**src/sv/cjei_pkg.sv**
```systemverilog
// Shared types, constants and saturating arithmetic for the cubic Julia
// escape-time core. No dependencies; imported by every module of the core.
`timescale 1ns / 1ps
`default_nettype none

package cjei_pkg;

    // Word format: signed 48-bit fixed point.
    localparam int WORD_W = 48;
    localparam int PROD_W = 2 * WORD_W;
    localparam int HALF_W = WORD_W / 2;

    typedef logic signed [WORD_W-1:0] word_t;
    typedef logic        [WORD_W-1:0] uword_t;

    localparam word_t  SMAX = {1'b0, {(WORD_W-1){1'b1}}};
    localparam word_t  SMIN = {1'b1, {(WORD_W-1){1'b0}}};
    localparam uword_t UMAX = {WORD_W{1'b1}};

    // Iteration and colour coding.
    localparam int           CNT_W          = 10;
    localparam int           COLOR_W        = 14;
    localparam logic [CNT_W-1:0]   MAX_ITER_RESET = 10'd100;
    localparam logic [COLOR_W-1:0] COLOR_SIDE_OFS = 14'd11;
    localparam logic [COLOR_W-1:0] COLOR_NO_ESC   = {COLOR_W{1'b1}};

    // Request to the shared multiplier.
    typedef struct packed {
        logic  start;
        word_t x;
        word_t y;
    } mul_req_t;

    // Response from the shared multiplier: signed and unsigned saturation.
    typedef struct packed {
        logic   done;
        word_t  res_s;
        uword_t res_u;
    } mul_rsp_t;

    // Saturating add or subtract of two words.
    function automatic word_t sat_add(input word_t a, input word_t b, input logic sub);
        logic [WORD_W:0] s;
        word_t           r;
        if (sub) begin
            s = {a[WORD_W-1], a} - {b[WORD_W-1], b};
        end else begin
            s = {a[WORD_W-1], a} + {b[WORD_W-1], b};
        end
        if (s[WORD_W] != s[WORD_W-1]) begin
            r = s[WORD_W] ? SMIN : SMAX;
        end else begin
            r = s[WORD_W-1:0];
        end
        return r;
    endfunction

endpackage

`default_nettype wire

```
**src/sv/cubic_julia_escape_iteration_core.sv**
```systemverilog
// Top level of the cubic Julia escape-time core: coefficient registers,
// step sequencer and result register. Uses cjei_pkg and cjei_mul.
//
// Usage:
//  - Coefficients a, b, the ray coefficient, the escape limit and the
//    iteration cap are to be written over the cfg_* channel only while the
//    core is idle; the core does not enforce this. cfg_ready is always high.
//  - A point enters on the s_* stream (tuser selects a full escape-time run
//    or a single map step) and one result leaves on the m_* stream.
//  - All products go through one shared multiplier, one at a time; one map
//    step is eleven products, nine saturating adds and one check.
//  - One point is in work at a time: s_tready is high only when the sequencer
//    is idle. A finished result waits in the output register, and the next
//    point is accepted meanwhile; if the receiver still stalls when that
//    point completes, the sequencer holds until the register is free.
//  - Reset (aresetn low, synchronous) loads the register defaults, empties
//    the output register and returns the sequencer to idle.
`timescale 1ns / 1ps
`default_nettype none

module cubic_julia_escape_iteration_core
    import cjei_pkg::*;
#(
    parameter int ITER_LIMIT = 1023,
    parameter int FRAC_BITS  = 32
) (
    input  wire logic         aclk,
    input  wire logic         aresetn,
    // Configuration write channel.
    input  wire logic         cfg_valid,
    output logic              cfg_ready,
    input  wire logic [2:0]   cfg_index,
    input  wire logic [47:0]  cfg_data,
    // Input stream.
    input  wire logic         s_tvalid,
    output logic              s_tready,
    input  wire logic [95:0]  s_tdata,   // start_re[47:0], start_im[95:48]
    input  wire logic         s_tuser,   // op
    // Result stream.
    output logic              m_tvalid,
    input  wire logic         m_tready,
    output logic [127:0]      m_tdata    // color_code[13:0], escaped[14],
                                         // iteration_count[24:15], ray_side[25],
                                         // next_re[73:26], next_im[121:74], zero
);

    // Register indexes.
    localparam logic [2:0] CFG_A_RE     = 3'd0;
    localparam logic [2:0] CFG_A_IM     = 3'd1;
    localparam logic [2:0] CFG_B_RE     = 3'd2;
    localparam logic [2:0] CFG_B_IM     = 3'd3;
    localparam logic [2:0] CFG_RAY_RE   = 3'd4;
    localparam logic [2:0] CFG_RAY_IM   = 3'd5;
    localparam logic [2:0] CFG_LIMIT    = 3'd6;
    localparam logic [2:0] CFG_MAX_ITER = 3'd7;

    localparam word_t  ONE         = word_t'(64'd1 << FRAC_BITS);
    localparam uword_t LIMIT_RESET = uword_t'(64'd1000 << FRAC_BITS);
    localparam logic [15:0] ITER_CAP = 16'(ITER_LIMIT);

    // Sequencer states.
    localparam logic [1:0] ST_IDLE = 2'd0;
    localparam logic [1:0] ST_EXEC = 2'd1;
    localparam logic [1:0] ST_WAIT = 2'd2;
    localparam logic [1:0] ST_DONE = 2'd3;

    // Micro-steps of one map step, the modulus test and the side test.
    localparam logic [4:0] SP_SQ_RE    = 5'd0;
    localparam logic [4:0] SP_SQ_IM    = 5'd1;
    localparam logic [4:0] SP_CHECK    = 5'd2;
    localparam logic [4:0] SP_RE_IM    = 5'd3;
    localparam logic [4:0] SP_ARE_RE   = 5'd4;
    localparam logic [4:0] SP_AIM_IM   = 5'd5;
    localparam logic [4:0] SP_AIM_RE   = 5'd6;
    localparam logic [4:0] SP_ARE_IM   = 5'd7;
    localparam logic [4:0] SP_T1       = 5'd8;
    localparam logic [4:0] SP_T2       = 5'd9;
    localparam logic [4:0] SP_X3       = 5'd10;
    localparam logic [4:0] SP_T3       = 5'd11;
    localparam logic [4:0] SP_XU       = 5'd12;
    localparam logic [4:0] SP_U        = 5'd13;
    localparam logic [4:0] SP_M8       = 5'd14;
    localparam logic [4:0] SP_M9       = 5'd15;
    localparam logic [4:0] SP_M10      = 5'd16;
    localparam logic [4:0] SP_M11      = 5'd17;
    localparam logic [4:0] SP_XR       = 5'd18;
    localparam logic [4:0] SP_NRE      = 5'd19;
    localparam logic [4:0] SP_NIM      = 5'd20;
    localparam logic [4:0] SP_SIDE_A   = 5'd21;
    localparam logic [4:0] SP_SIDE_B   = 5'd22;
    localparam logic [4:0] SP_SIDE_SUM = 5'd23;

    // Configuration registers.
    word_t             a_re_reg, a_im_reg, b_re_reg, b_im_reg;
    word_t             ray_re_reg, ray_im_reg;
    uword_t            limit_reg;
    logic [CNT_W-1:0]  max_iter_reg;

    // Sequencer and datapath registers.
    logic [1:0]        state_reg;
    logic [4:0]        step_reg;
    logic              op_reg;
    logic [CNT_W-1:0]  i_reg;
    logic [CNT_W-1:0]  cap_reg;
    logic              esc_reg;
    logic              side_reg;
    word_t             re_reg, im_reg;
    word_t             sr_reg, si_reg;
    uword_t            ur_reg, ui_reg;
    word_t             pa_reg, pb_reg, pc_reg, pd_reg, pe_reg;
    word_t             t1_reg, t2_reg, t3_reg, tu_reg, x_reg;

    // Output register.
    logic              m_tvalid_reg;
    logic [127:0]      m_tdata_reg;

    mul_req_t          mul_req;
    mul_rsp_t          mul_rsp;
    logic              is_mul;
    word_t             alu_a, alu_b;
    logic              alu_sub;
    word_t             alu_sum;
    logic [WORD_W:0]   modsq_raw;
    uword_t            modsq;
    logic              chk_stop;
    logic              chk_esc;
    logic              out_free;
    logic [CNT_W-1:0]  cap_next;
    logic [COLOR_W-1:0] color;

    assign cfg_ready = 1'b1;
    assign s_tready  = (state_reg == ST_IDLE);
    assign m_tvalid  = m_tvalid_reg;
    assign m_tdata   = m_tdata_reg;
    assign out_free  = !m_tvalid_reg || m_tready;

    // Register writes.
    always_ff @(posedge aclk) begin
        if (!aresetn) begin
            a_re_reg     <= '0;
            a_im_reg     <= '0;
            b_re_reg     <= '0;
            b_im_reg     <= '0;
            ray_re_reg   <= ONE;
            ray_im_reg   <= '0;
            limit_reg    <= LIMIT_RESET;
            max_iter_reg <= MAX_ITER_RESET;
        end else if (cfg_valid && cfg_ready) begin
            case (cfg_index)
                CFG_A_RE:     a_re_reg     <= word_t'(cfg_data);
                CFG_A_IM:     a_im_reg     <= word_t'(cfg_data);
                CFG_B_RE:     b_re_reg     <= word_t'(cfg_data);
                CFG_B_IM:     b_im_reg     <= word_t'(cfg_data);
                CFG_RAY_RE:   ray_re_reg   <= word_t'(cfg_data);
                CFG_RAY_IM:   ray_im_reg   <= word_t'(cfg_data);
                CFG_LIMIT:    limit_reg    <= cfg_data;
                CFG_MAX_ITER: max_iter_reg <= cfg_data[CNT_W-1:0];
                default:      ;
            endcase
        end
    end

    // Iteration cap, clamped to the build limit.
    assign cap_next = ({6'b0, max_iter_reg} > ITER_CAP) ? ITER_CAP[CNT_W-1:0] : max_iter_reg;

    // Operand selection for the shared multiplier.
    always_comb begin
        is_mul    = 1'b1;
        mul_req.x = '0;
        mul_req.y = '0;
        case (step_reg)
            SP_SQ_RE:  begin mul_req.x = re_reg;   mul_req.y = re_reg;     end
            SP_SQ_IM:  begin mul_req.x = im_reg;   mul_req.y = im_reg;     end
            SP_RE_IM:  begin mul_req.x = re_reg;   mul_req.y = im_reg;     end
            SP_ARE_RE: begin mul_req.x = a_re_reg; mul_req.y = re_reg;     end
            SP_AIM_IM: begin mul_req.x = a_im_reg; mul_req.y = im_reg;     end
            SP_AIM_RE: begin mul_req.x = a_im_reg; mul_req.y = re_reg;     end
            SP_ARE_IM: begin mul_req.x = a_re_reg; mul_req.y = im_reg;     end
            SP_M8:     begin mul_req.x = t1_reg;   mul_req.y = t3_reg;     end
            SP_M9:     begin mul_req.x = t2_reg;   mul_req.y = tu_reg;     end
            SP_M10:    begin mul_req.x = t2_reg;   mul_req.y = t3_reg;     end
            SP_M11:    begin mul_req.x = t1_reg;   mul_req.y = tu_reg;     end
            SP_SIDE_A: begin mul_req.x = re_reg;   mul_req.y = ray_im_reg; end
            SP_SIDE_B: begin mul_req.x = im_reg;   mul_req.y = ray_re_reg; end
            default:   is_mul = 1'b0;
        endcase
        mul_req.start = (state_reg == ST_EXEC) && is_mul;
    end

    cjei_mul #(
        .FRAC_BITS(FRAC_BITS)
    ) u_mul (
        .aclk   (aclk),
        .aresetn(aresetn),
        .req    (mul_req),
        .rsp    (mul_rsp)
    );

    // Operand selection for the saturating adder.
    always_comb begin
        alu_a   = '0;
        alu_b   = '0;
        alu_sub = 1'b0;
        case (step_reg)
            SP_T1:       begin alu_a = sr_reg; alu_b = si_reg;   alu_sub = 1'b1; end
            SP_T2:       begin alu_a = pa_reg; alu_b = pa_reg;                   end
            SP_X3:       begin alu_a = pb_reg; alu_b = pc_reg;   alu_sub = 1'b1; end
            SP_T3:       begin alu_a = x_reg;  alu_b = b_re_reg;                 end
            SP_XU:       begin alu_a = pd_reg; alu_b = pe_reg;                   end
            SP_U:        begin alu_a = x_reg;  alu_b = b_im_reg;                 end
            SP_XR:       begin alu_a = pb_reg; alu_b = pc_reg;   alu_sub = 1'b1; end
            SP_NRE:      begin alu_a = x_reg;  alu_b = ONE;                      end
            SP_NIM:      begin alu_a = pd_reg; alu_b = pe_reg;                   end
            SP_SIDE_SUM: begin alu_a = pb_reg; alu_b = pc_reg;                   end
            default:     ;
        endcase
    end

    assign alu_sum = sat_add(alu_a, alu_b, alu_sub);

    // Modulus test on the squares of the current point.
    assign modsq_raw = {1'b0, ur_reg} + {1'b0, ui_reg};
    assign modsq     = modsq_raw[WORD_W] ? UMAX : modsq_raw[WORD_W-1:0];
    assign chk_stop  = !op_reg && (i_reg >= cap_reg);
    assign chk_esc   = !op_reg && !chk_stop && (modsq >= limit_reg);

    // Sequencer control.
    always_ff @(posedge aclk) begin
        if (!aresetn) begin
            state_reg    <= ST_IDLE;
            step_reg     <= SP_SQ_RE;
            m_tvalid_reg <= 1'b0;
        end else begin
            if (state_reg == ST_DONE && out_free) begin
                m_tvalid_reg <= 1'b1;
            end else if (m_tready) begin
                m_tvalid_reg <= 1'b0;
            end
            case (state_reg)
                ST_IDLE: begin
                    if (s_tvalid) begin
                        state_reg <= ST_EXEC;
                        step_reg  <= SP_SQ_RE;
                    end
                end
                ST_EXEC: begin
                    if (is_mul) begin
                        state_reg <= ST_WAIT;
                    end else begin
                        case (step_reg)
                            SP_CHECK: begin
                                if (chk_stop) begin
                                    state_reg <= ST_DONE;
                                end else if (chk_esc) begin
                                    step_reg <= SP_SIDE_A;
                                end else begin
                                    step_reg <= SP_RE_IM;
                                end
                            end
                            SP_NIM: begin
                                if (op_reg) begin
                                    state_reg <= ST_DONE;
                                end else begin
                                    step_reg <= SP_SQ_RE;
                                end
                            end
                            SP_SIDE_SUM: state_reg <= ST_DONE;
                            default:     step_reg  <= step_reg + 5'd1;
                        endcase
                    end
                end
                ST_WAIT: begin
                    if (mul_rsp.done) begin
                        state_reg <= ST_EXEC;
                        step_reg  <= step_reg + 5'd1;
                    end
                end
                ST_DONE: begin
                    if (out_free) begin
                        state_reg <= ST_IDLE;
                    end
                end
                default: state_reg <= ST_IDLE;
            endcase
        end
    end

    // Colour code of an escape-time run.
    always_comb begin
        if (!esc_reg) begin
            color = COLOR_NO_ESC;
        end else begin
            color = COLOR_W'({i_reg, 2'b00}) + (side_reg ? COLOR_SIDE_OFS : '0);
        end
    end

    // Datapath registers.
    always_ff @(posedge aclk) begin
        if (state_reg == ST_IDLE && s_tvalid) begin
            op_reg   <= s_tuser;
            re_reg   <= word_t'(s_tdata[47:0]);
            im_reg   <= word_t'(s_tdata[95:48]);
            i_reg    <= '0;
            cap_reg  <= cap_next;
            esc_reg  <= 1'b0;
            side_reg <= 1'b0;
        end
        // Products from the shared multiplier.
        if (state_reg == ST_WAIT && mul_rsp.done) begin
            case (step_reg)
                SP_SQ_RE:  begin sr_reg <= mul_rsp.res_s; ur_reg <= mul_rsp.res_u; end
                SP_SQ_IM:  begin si_reg <= mul_rsp.res_s; ui_reg <= mul_rsp.res_u; end
                SP_RE_IM:  pa_reg <= mul_rsp.res_s;
                SP_ARE_RE, SP_M8,  SP_SIDE_A: pb_reg <= mul_rsp.res_s;
                SP_AIM_IM, SP_M9,  SP_SIDE_B: pc_reg <= mul_rsp.res_s;
                SP_AIM_RE, SP_M10: pd_reg <= mul_rsp.res_s;
                SP_ARE_IM, SP_M11: pe_reg <= mul_rsp.res_s;
                default:   ;
            endcase
        end
        // Sums and test results.
        if (state_reg == ST_EXEC) begin
            case (step_reg)
                SP_CHECK:    esc_reg <= chk_esc;
                SP_T1:       t1_reg  <= alu_sum;
                SP_T2:       t2_reg  <= alu_sum;
                SP_X3, SP_XU, SP_XR: x_reg <= alu_sum;
                SP_T3:       t3_reg  <= alu_sum;
                SP_U:        tu_reg  <= alu_sum;
                SP_NRE:      re_reg  <= alu_sum;
                SP_NIM: begin
                    im_reg <= alu_sum;
                    if (!op_reg) begin
                        i_reg <= i_reg + 10'd1;
                    end
                end
                SP_SIDE_SUM: side_reg <= alu_sum[WORD_W-1];
                default:     ;
            endcase
        end
        // Result packing into the output register.
        if (state_reg == ST_DONE && out_free) begin
            if (op_reg) begin
                m_tdata_reg <= {6'b0, im_reg, re_reg, 1'b0, {CNT_W{1'b0}}, 1'b0,
                                {COLOR_W{1'b0}}};
            end else begin
                m_tdata_reg <= {6'b0, {WORD_W{1'b0}}, {WORD_W{1'b0}}, side_reg, i_reg,
                                esc_reg, color};
            end
        end
    end

    // A transfer in always starts work in the sequencer.
    assert property (@(posedge aclk) disable iff (!aresetn)
        (s_tvalid && s_tready) |=> (state_reg == ST_EXEC))
        else $error("accepted point did not start the sequencer");

    // Multiplier results only arrive while the sequencer waits for them.
    assert property (@(posedge aclk) disable iff (!aresetn)
        mul_rsp.done |-> (state_reg == ST_WAIT))
        else $error("multiplier result outside of a wait step");

    // A new result is only loaded from the completion state.
    assert property (@(posedge aclk) disable iff (!aresetn)
        $rose(m_tvalid_reg) |-> $past(state_reg == ST_DONE))
        else $error("result register loaded outside completion");

    // The step count never passes the cap while a point is in work.
    assert property (@(posedge aclk) disable iff (!aresetn)
        (state_reg != ST_IDLE) |-> (i_reg <= cap_reg))
        else $error("iteration count exceeded the cap");

endmodule

`default_nettype wire

```
**src/sv/cjei_mul.sv**
```systemverilog
// Shared fixed-point multiplier: 48x48 magnitudes built from four 24x24
// partial products, then floor rounding and saturation. Uses cjei_pkg.
`timescale 1ns / 1ps
`default_nettype none

module cjei_mul
    import cjei_pkg::*;
#(
    parameter int FRAC_BITS = 32
) (
    input  wire logic     aclk,
    input  wire logic     aresetn,
    input  wire mul_req_t req,
    output mul_rsp_t      rsp
);

    localparam int QW = PROD_W - FRAC_BITS;

    // Phase codes: four partial products, one drain and one rounding step.
    localparam logic [2:0] PH_IDLE  = 3'd0;
    localparam logic [2:0] PH_PP0   = 3'd1;
    localparam logic [2:0] PH_PP1   = 3'd2;
    localparam logic [2:0] PH_PP2   = 3'd3;
    localparam logic [2:0] PH_PP3   = 3'd4;
    localparam logic [2:0] PH_DRAIN = 3'd5;
    localparam logic [2:0] PH_ROUND = 3'd6;

    logic [2:0]        ph_reg;
    logic              neg_reg;
    uword_t            ux_reg;
    uword_t            uy_reg;
    logic [WORD_W-1:0] pp_reg;
    logic [PROD_W-1:0] acc_reg;
    logic              done_reg;
    word_t             res_s_reg;
    uword_t            res_u_reg;

    logic [HALF_W-1:0] mx;
    logic [HALF_W-1:0] my;
    logic [WORD_W-1:0] pp;
    logic [PROD_W-1:0] pp_shifted;
    logic [QW-1:0]     q;
    logic [QW-1:0]     qr;
    logic              rem_nz;
    word_t             sat_s;
    uword_t            sat_u;

    // Phase sequencing.
    always_ff @(posedge aclk) begin
        if (!aresetn) begin
            ph_reg   <= PH_IDLE;
            done_reg <= 1'b0;
        end else begin
            done_reg <= (ph_reg == PH_ROUND);
            if (ph_reg == PH_IDLE) begin
                if (req.start) begin
                    ph_reg <= PH_PP0;
                end
            end else if (ph_reg == PH_ROUND) begin
                ph_reg <= PH_IDLE;
            end else begin
                ph_reg <= ph_reg + 3'd1;
            end
        end
    end

    // Operand halves for the partial product of this phase.
    always_comb begin
        case (ph_reg)
            PH_PP0:  begin mx = ux_reg[HALF_W-1:0];      my = uy_reg[HALF_W-1:0];      end
            PH_PP1:  begin mx = ux_reg[HALF_W-1:0];      my = uy_reg[WORD_W-1:HALF_W]; end
            PH_PP2:  begin mx = ux_reg[WORD_W-1:HALF_W]; my = uy_reg[HALF_W-1:0];      end
            PH_PP3:  begin mx = ux_reg[WORD_W-1:HALF_W]; my = uy_reg[WORD_W-1:HALF_W]; end
            default: begin mx = '0;                      my = '0;                      end
        endcase
    end

    assign pp = mx * my;

    // Alignment of the partial product registered in the previous phase.
    always_comb begin
        case (ph_reg)
            PH_PP1:   pp_shifted = PROD_W'(pp_reg);
            PH_PP2:   pp_shifted = PROD_W'(pp_reg) << HALF_W;
            PH_PP3:   pp_shifted = PROD_W'(pp_reg) << HALF_W;
            PH_DRAIN: pp_shifted = PROD_W'(pp_reg) << WORD_W;
            default:  pp_shifted = '0;
        endcase
    end

    // Floor of the scaled product: a negative result with a remainder rounds down.
    assign q      = acc_reg[PROD_W-1:FRAC_BITS];
    assign rem_nz = |acc_reg[FRAC_BITS-1:0];
    assign qr     = q + QW'(neg_reg && rem_nz);

    always_comb begin
        if (!neg_reg) begin
            sat_s = (|qr[QW-1:WORD_W-1]) ? SMAX : word_t'(qr[WORD_W-1:0]);
        end else if ((|qr[QW-1:WORD_W]) || (qr[WORD_W-1] && (|qr[WORD_W-2:0]))) begin
            sat_s = SMIN;
        end else begin
            sat_s = word_t'(~qr[WORD_W-1:0] + uword_t'(1));
        end
        sat_u = (|qr[QW-1:WORD_W]) ? UMAX : qr[WORD_W-1:0];
    end

    // Operand capture, accumulation and result registers.
    always_ff @(posedge aclk) begin
        if (ph_reg == PH_IDLE && req.start) begin
            neg_reg <= req.x[WORD_W-1] ^ req.y[WORD_W-1];
            ux_reg  <= req.x[WORD_W-1] ? (~uword_t'(req.x) + uword_t'(1)) : uword_t'(req.x);
            uy_reg  <= req.y[WORD_W-1] ? (~uword_t'(req.y) + uword_t'(1)) : uword_t'(req.y);
            acc_reg <= '0;
        end else begin
            acc_reg <= acc_reg + pp_shifted;
        end
        pp_reg <= pp;
        if (ph_reg == PH_ROUND) begin
            res_s_reg <= sat_s;
            res_u_reg <= sat_u;
        end
    end

    assign rsp.done  = done_reg;
    assign rsp.res_s = res_s_reg;
    assign rsp.res_u = res_u_reg;

endmodule

`default_nettype wire

```
**config.mk**
```make
export PLATFORM = sky130hd
export DESIGN_NAME = cubic_julia_escape_iteration_core
export DESIGN_NICKNAME = d
export VERILOG_FILES = /design/src/sv/cjei_pkg.sv /design/src/sv/cubic_julia_escape_iteration_core.sv /design/src/sv/cjei_mul.sv
export SDC_FILE = /design/constraint.sdc
export NUM_CORES = 2
export LEC_CHECK = 0
export BUFFER_PORTS_ARGS = -buffer_cell sky130_fd_sc_hd__buf_2
export CORE_ASPECT_RATIO = 1.5
export CORE_MARGIN = 4
export CORE_UTILIZATION = 50
export CTS_CLUSTER_SIZE = 25
export DETAILED_ROUTE_END_ITERATION = 16
export PLACE_DENSITY = 0.68
export SYNTH_ARGS = -nofsm -noshare
export SYNTH_HDL_FRONTEND = slang
export SYNTH_SLANG_ARGS = --single-unit
```
**constraint.sdc**
```tcl
create_clock -name aclk -period 18.8 [get_ports aclk]
set_input_delay 1.88 -clock aclk [delete_from_list [all_inputs] [get_ports aclk]]
set_output_delay 1.88 -clock aclk [all_outputs]
set_load 0.02 [all_outputs]
```
* Yosys cells after proc, flatten, opt, wreduce, memory -nomap -nowiden
Index checks and enable logic that the tools add are counted.
Storage, ports and cells: flip-flop bits (word level) 1614, output and inout port bits 131, word-level logic and storage cells 233
Operators by class: $add $sub $neg 12, multiply operators 1, magnitude comparators 2, equal/unequal tests 51, mux-type cells 56, bitwise operators 4, reductions and logical operators 61
Operators with widths (number):
- 96-bit one-hot mux with 13 select lines | 1
- 48-bit 2-to-1 mux | 12
- 48-bit one-hot mux with 7 select lines | 1
- 96-bit one-hot mux with 3 select lines | 1
- 48-bit one-hot mux with 5 select lines | 1
- 48-bit by 1-bit adder with 48-bit output, second input constant | 3
- 48-bit NOT | 3
- 48-bit by 48-bit adder with 49-bit output | 2
- 96-bit adder | 1
- 24-bit one-hot mux with 2 select lines | 2
- 47-bit 2-to-1 mux | 2
- 64-bit by 1-bit adder with 64-bit output | 1
- 49-bit 2-to-1 mux | 1
- 48-bit by 48-bit subtractor with 49-bit output | 1
- 48-bit greater-or-equal comparator | 1
- 24-bit by 24-bit multiplier with 48-bit output | 1
- 47-bit OR reduction | 1
- 5-bit by 4-bit equality test with 1-bit output, second input constant | 8
- 5-bit equality test, second input constant | 8
- 10-bit 2-to-1 mux | 4
- 2-bit AND reduction | 20
- 32-bit OR reduction | 1
- 5-bit 2-to-1 mux | 6
- 5-bit one-hot mux with 3 select lines | 2
- 42 further kinds | 103

* Depth between registers and ports, before layout
word-level depth 10, depth in mapped cells 34, gate-level depth less buffers 31

* Modules after synthesis
A second synthesis with hierarchy kept.
Unflattened totals: cell total of the unflattened synthesis 10031, area, all modules 98730.9 um2
By module, submodules not included:
- cubic_julia_escape_iteration_core | instances 1, cells an instance 5346, area an instance 58127.0 um2, sequential area each 33392.0 um2
- cjei_mul | instances 1, cells an instance 4685, area an instance 40603.9 um2, sequential area each 8758.4 um2

* Worst setup path after synthesis
No wires, ideal clock.
path kind flip-flop to flip-flop, start point register step_reg[2], end point register sr_reg[0], enable pin, arrival 8.714 ns, required time 18.112 ns, path slack 9.397 ns, cell stages (with the launch flop) 10, period minus slack after synthesis 9.403 ns, cells stage by stage dfxtp_1 -> buf_2 -> buf_6 -> buf_4 -> buf_2 -> buf_1 -> clkbuf_1 -> nor2_1 -> nand3_1 -> nor3b_1
On the way: word-level cells in the longest chain between the ends 2
RTL lines:
- from (decl) | RTL line cubic_julia_escape_iteration_core.sv:101 | logic [4:0] step_reg;
- from (signal assigned) | RTL line cubic_julia_escape_iteration_core.sv:268 | default: step_reg <= step_reg + 5'd1;
- from (signal assigned) | RTL line cubic_julia_escape_iteration_core.sv:275 | step_reg <= step_reg + 5'd1;
- 5-bit logical NOT | RTL line cubic_julia_escape_iteration_core.sv:310 | case (step_reg)
- 2-bit AND reduction (no line)
- to (signal assigned) | RTL line cubic_julia_escape_iteration_core.sv:311 | SP_SQ_RE: begin sr_reg <= mul_rsp.res_s; ur_reg <= mul_rsp.res_u; end
- to (decl) | RTL line cubic_julia_escape_iteration_core.sv:108 | word_t sr_reg, si_reg;
No other way between the ends. A chain may end at the register's enable or synchronous reset.

* Final worst setup path
start point register u_mul.ph_reg[2], end point register u_mul.pp_reg[47]
On the way: word-level cells in the longest chain between the ends 4, elaborated cells on any way between the ends 11
RTL lines:
- from (decl) | RTL line cjei_mul.sv:28 | logic [2:0] ph_reg;
- from (signal assigned) | RTL line cjei_mul.sv:62 | ph_reg <= ph_reg + 3'd1;
- 3-bit by 2-bit equality test with 1-bit output, or another cell as far along | RTL line cjei_mul.sv:69 | case (ph_reg)
- 2-bit OR reduction (no line)
- 24-bit one-hot mux with 2 select lines | RTL line cjei_mul.sv:69
- 24-bit by 24-bit multiplier with 48-bit output (*) | RTL line cjei_mul.sv:78 | assign pp = mx * my;
- net u_mul.pp[47] | RTL line cjei_mul.sv:40 | logic [WORD_W-1:0] pp;
- to (signal assigned) | RTL line cjei_mul.sv:117 | pp_reg <= pp;
- to (decl) | RTL line cjei_mul.sv:32 | logic [WORD_W-1:0] pp_reg;
Mark *: on every way through the listed nets, which the timed path passes. The rest lies on a longest branch.

==> report_table.html <==
<table>
<tr><th>Metric</th><th>Value</th></tr>
<tr><th colspan="2">Timing</th></tr>
<tr><td>Final hold slack</td><td>0.429 ns</td></tr>
<tr><td>Endpoints failing setup</td><td>0</td></tr>
<tr><td>Minimum period implied by the final worst setup slack</td><td>10.39 ns</td></tr>
<tr><td>Tightest Pin Transition</td><td>1.31 ns</td></tr>
<tr><td>Unrepaired setup endpoints after global routing</td><td>no</td></tr>
<tr><td>Total negative slack for setup checks</td><td>0 ns</td></tr>
<tr><td>Pins over their slew limit</td><td>0</td></tr>
<tr><td>Final clock period utilization by the worst path</td><td>55.3%</td></tr>
<tr><td>Upper clock frequency limit</td><td>96.3 MHz</td></tr>
<tr><td>Worst max-slew margin expressed relative to the limit</td><td>12.3%</td></tr>
<tr><td>Clock Skew</td><td>0.141 ns</td></tr>
<tr><td>Final hold viol count</td><td>0</td></tr>
<tr><th colspan="2">Clock network</th></tr>
<tr><td>Clk pin slew, worst setup/hold paths</td><td>0.07 ns</td></tr>
<tr><td>Post-CTS Hold Fix Bufs</td><td>0</td></tr>
<tr><td>Buffer type at the clock tree root</td><td>clkbuf_16</td></tr>
<tr><td>Total number of H-tree levels</td><td>4</td></tr>
<tr><td>Bufs on Longest Clock Path</td><td>4</td></tr>
<tr><td>CTS tree</td><td>done</td></tr>
<tr><td>Post CTS Setup Buffer Count</td><td>0</td></tr>
<tr><td>Clock buffers created by TritonCTS</td><td>164</td></tr>
<tr><td>TritonCTS sink count</td><td>1,607</td></tr>
<tr><td>Insertion delay of the later-clocked pin in the worst-skew pair</td><td>0.87 ns</td></tr>
<tr><td>Count of cells resized by post-cts repair</td><td>0</td></tr>
<tr><th colspan="2">GRT</th></tr>
<tr><td>Overall fraction of global-route tracks in use</td><td>35.7%</td></tr>
<tr><td>Via count of the first global-routing pass</td><td>78.8k</td></tr>
<tr><td>Initial antenna violation count</td><td>20</td></tr>
<tr><td>First-pass GRT wire length</td><td>533 mm</td></tr>
<tr><td>Remaining global-route overflow</td><td>0</td></tr>
<tr><td>Largest net degree at the start of global routing</td><td>102</td></tr>
<tr><th colspan="2">Run</th></tr>
<tr><td>Max capacitance violation total</td><td>0</td></tr>
<tr><th colspan="2">Logic synthesis</th></tr>
<tr><td>Per-instance average area after synthesis</td><td>9.73 µm²</td></tr>
<tr><td>Synthesis warning total</td><td>0</td></tr>
<tr><td>Async SR Flop Fraction</td><td>0%</td></tr>
<tr><td>Ys flop type</td><td>edfxtp_1</td></tr>
<tr><td>Post-synth EDFFs</td><td>997</td></tr>
<tr><td>Synth Register Bits</td><td>1,607</td></tr>
<tr><td>Distinct cells, synth</td><td>97</td></tr>
<tr><td>Summed instance area of the synthesized netlist</td><td>97,400 µm²</td></tr>
<tr><td>Syn Inst Count</td><td>10.0k</td></tr>
<tr><td>Share of synthesized area occupied by flip-flops and latches</td><td>43.3%</td></tr>
<tr><th colspan="2">Placement</th></tr>
<tr><td>Placed wire-length estimate after detailed placement</td><td>269 mm</td></tr>
<tr><td># port buffers</td><td>276</td></tr>
<tr><td>GPL Wtd Cong</td><td>1.00</td></tr>
<tr><th colspan="2">Drt</th></tr>
<tr><td>Via/cell ratio</td><td>6.32</td></tr>
<tr><td>First-iteration detailed-routing DRC count</td><td>9,820</td></tr>
<tr><td>Total Routed Length</td><td>370 mm</td></tr>
<tr><td>Router iterations before antenna repair</td><td>13</td></tr>
<tr><td>DR vias</td><td>80.5k</td></tr>
<tr><td>Wire length per cell after detailed routing</td><td>29.1 µm</td></tr>
<tr><td>Remaining DRCs</td><td>0</td></tr>
<tr><td>Number of nets with antenna violations after routing</td><td>0</td></tr>
<tr><th colspan="2">Floorplan</th></tr>
<tr><td>Number of ports placed on the die boundary</td><td>284</td></tr>
<tr><td>Initial core utilization</td><td>50.2%</td></tr>
<tr><td>Die ar.</td><td>202,000 µm²</td></tr>
<tr><td>Height of the die</td><td>549 µm</td></tr>
<tr><td>Std-Cell Core Area</td><td>194,000 µm²</td></tr>
<tr><td>Number of standard-cell rows in the floorplan</td><td>198</td></tr>
<tr><td>Floorplan die width</td><td>368 µm</td></tr>
<tr><th colspan="2">Cells and area</th></tr>
<tr><td>Share of cells above drive strength 1</td><td>8.11%</td></tr>
<tr><td>Flip-flop count of the largest register, all copies and words added</td><td>121</td></tr>
<tr><td>Commonest cells after routing, fill and taps aside</td><td>nand2_1 (1,532), edfxtp_1 (997), a21oi_1 (832), inv_1 (796), nor2_1 (616)</td></tr>
<tr><td>Total area of multi-input combinational cells</td><td>50,300 µm²</td></tr>
<tr><td>Area growth from synthesis to layout</td><td>9.40%</td></tr>
<tr><td>Count of fill cells added during filler insertion</td><td>17.2k</td></tr>
<tr><td>Number of nets at the end of the flow</td><td>11.1k</td></tr>
<tr><td>Most frequent standard cell in the layout excluding fill and tap cells</td><td>nand2_1</td></tr>
<tr><td>Sequential cell area</td><td>42,200 µm²</td></tr>
<tr><th colspan="2">Setup path</th></tr>
<tr><td>Worst path max stage delay</td><td>0.85 ns</td></tr>
<tr><td>Cell repeated most along the worst path</td><td>fa_1</td></tr>
<tr><td>Slowest cell on the critical path</td><td>o311ai_0</td></tr>
<tr><td>Capturing element type of the critical path</td><td>flop</td></tr>
<tr><td>Top Family by Delay on Critical Path</td><td>adder cells</td></tr>
<tr><td>Minimum setup slack among reg-to-reg paths</td><td>8.41 ns</td></tr>
<tr><td>Worst Path Class, Setup</td><td>reg -&gt; reg</td></tr>
<tr><td>FF-to-FF Start</td><td>u_mul.ph_reg[2]</td></tr>
<tr><td>Endpoint of the worst register-to-register path</td><td>u_mul.pp_reg[47]</td></tr>
<tr><td>Data arrival time of the worst path</td><td>11.01 ns</td></tr>
<tr><td>Critical path peak fanout</td><td>60</td></tr>
<tr><td>Critical path depth</td><td>26</td></tr>
<tr><td>Number of buffers and inverters on the critical path</td><td>4</td></tr>
<tr><td>Required time at the worst-slack endpoint</td><td>19.42 ns</td></tr>
<tr><td>Capturing instance or port of the critical path</td><td>u_mul.pp_reg[47]</td></tr>
<tr><td>Element type at the critical path start</td><td>flop</td></tr>
<tr><td>Number of cell instances on the worst register-to-register path</td><td>26</td></tr>
<tr><td>Crit path from</td><td>u_mul.ph_reg[2]</td></tr>
<tr><th colspan="2">Pwr</th></tr>
<tr><td>Worst vdd rail ir drop</td><td>0.106 mV</td></tr>
<tr><td>Sw frac</td><td>43.2%</td></tr>
<tr><td>Net switching power</td><td>6.26 mW</td></tr>
<tr><td>Share of total power in sequential cells</td><td>33.0%</td></tr>
<tr><td>Cell-internal power</td><td>8.22 mW</td></tr>
<tr><td>Total power per unit cell area</td><td>136 nW/µm²</td></tr>
<tr><td>Share of total power in the clock network</td><td>22.7%</td></tr>
<tr><td>Power share of the combinational group</td><td>44.3%</td></tr>
<tr><td>Leak Pwr</td><td>41.8 nW</td></tr>
<tr><th colspan="2">Min path</th></tr>
<tr><td>Worst hold path depth</td><td>0</td></tr>
<tr><td>Worst min-delay path category</td><td>reg -&gt; reg</td></tr>
<tr><th colspan="2">Run status</th></tr>
<tr><td>Outcome</td><td>completed</td></tr>
</table>
[cell families (layout without fill, tap and decap cells)]
kind of cell | Yosys count | in the layout | synth area share [%]
muxes | 79 | 79 | 0.862
other | 2 | 10 | 0.00771
xor gates and xnor gates | 411 | 411 | 3.72
and+or+nand+nor | 3277 | 3277 | 15.3
DFF | 1607 | 1607 | 43.3
buffers and inverters | 1401 | 1527 | 5.51
AOI/OAI and AO/OA | 2301 | 2301 | 15.6
adders and majority gates | 932 | 932 | 15.7
[power by group through the flow]
stage,sequential [mW],combinational (mW),clock (mW)
3_5_place_dp,4.82,6.23,0
4_1_cts,4.75,6.31,3.30
6_report,4.78,6.42,3.28
3_3_place_gp,4.82,6.21,0
5_1_grt,4.78,6.92,3.43
2_1_floorplan,4.58,3.88,0
[final cells by class]
type,instances,share of cell area [%]
sequential,1607,39.6
clock inverter,62,0.653
antenna,3,0.00705
tap,2600,3.05
inverter,802,2.84
timing repair buffer,439,2.45
clock buffer,224,4.23
multi-input combinational,7007,47.2
[synth_stat cells (13+ instances only)]
cell | instances | area, µm²
nand2_1 | 1536 | 5770
edfxtp_1 | 997 | 29900
a21oi_1 | 835 | 4180
inv_1 | 797 | 2990
nor2_1 | 628 | 2360
dfxtp_1 | 610 | 12200
clkbuf_1 | 494 | 1850
fa_1 | 485 | 9710
ha_1 | 442 | 5530
and2_1 | 280 | 1750
o21ai_0 | 279 | 1400
xnor2_1 | 264 | 2310
nand3_1 | 239 | 1200
a21o_1 | 172 | 1290
a22oi_1 | 166 | 1250
xor2_1 | 145 | 1270
nand4_1 | 132 | 826
a211oi_1 | 125 | 938
a22o_1 | 119 | 1040
nor3_1 | 115 | 576
a222oi_1 | 113 | 1130
a221oi_1 | 86 | 753
and3_1 | 73 | 457
nor2b_1 | 59 | 369
a31oi_1 | 58 | 363
o21bai_1 | 51 | 383
buf_1 | 50 | 188
mux2i_1 | 43 | 430
nand2b_1 | 43 | 269
o211ai_1 | 40 | 300
nor4_1 | 38 | 238
o21a_1 | 35 | 263
mux2_2 | 33 | 372
a221o_1 | 31 | 310
buf_2 | 30 | 150
or3_1 | 26 | 163
o31ai_1 | 25 | 188
and4_1 | 23 | 201
o221ai_1 | 18 | 158
or2_2 | 17 | 106
buf_4 | 14 | 105
o21ai_1 | 14 | 70.1
a2111oi_0 | 13 | 114
a311oi_1 | 13 | 114
[routing by layer]
metal / GRT usage (%) / share of wire (%)
met3: 7.52 / 10
met2: 57.3 / 46
met1: 44.5 / 37
met4: 21.0 / 7.3
met5: 0 / 0.010
[stage by stage]
stage	cells	total power, mW	instance area [µm²]	util, %	setup WS [ns]
2_1_floorplan	10015	8.46	97400	-	9.40
3_3_place_gp	12454	11.0	101000	52.2	8.55
3_5_place_dp	12455	11.1	101000	52.2	8.41
4_1_cts	12741	14.4	107000	54.9	8.33
5_1_grt	12742	15.1	107000	54.9	7.79
6_report	12744	14.5	107000	54.9	8.41
[worst min path at each step]
stage | start | end | slack [ns]
floorplan | cap_next[0] | cap_reg[0] | 0.41
global placement | cap_next[0] | cap_reg[0] | 0.41
detailed placement | cap_next[5] | cap_reg[5] | 0.42
CTS | cap_next[1] | cap_reg[1] | 0.43
global route | cap_next[7] | cap_reg[7] | 0.44
finish | cap_next[1] | cap_reg[1] | 0.43
(Power assumes the default switching activity.)
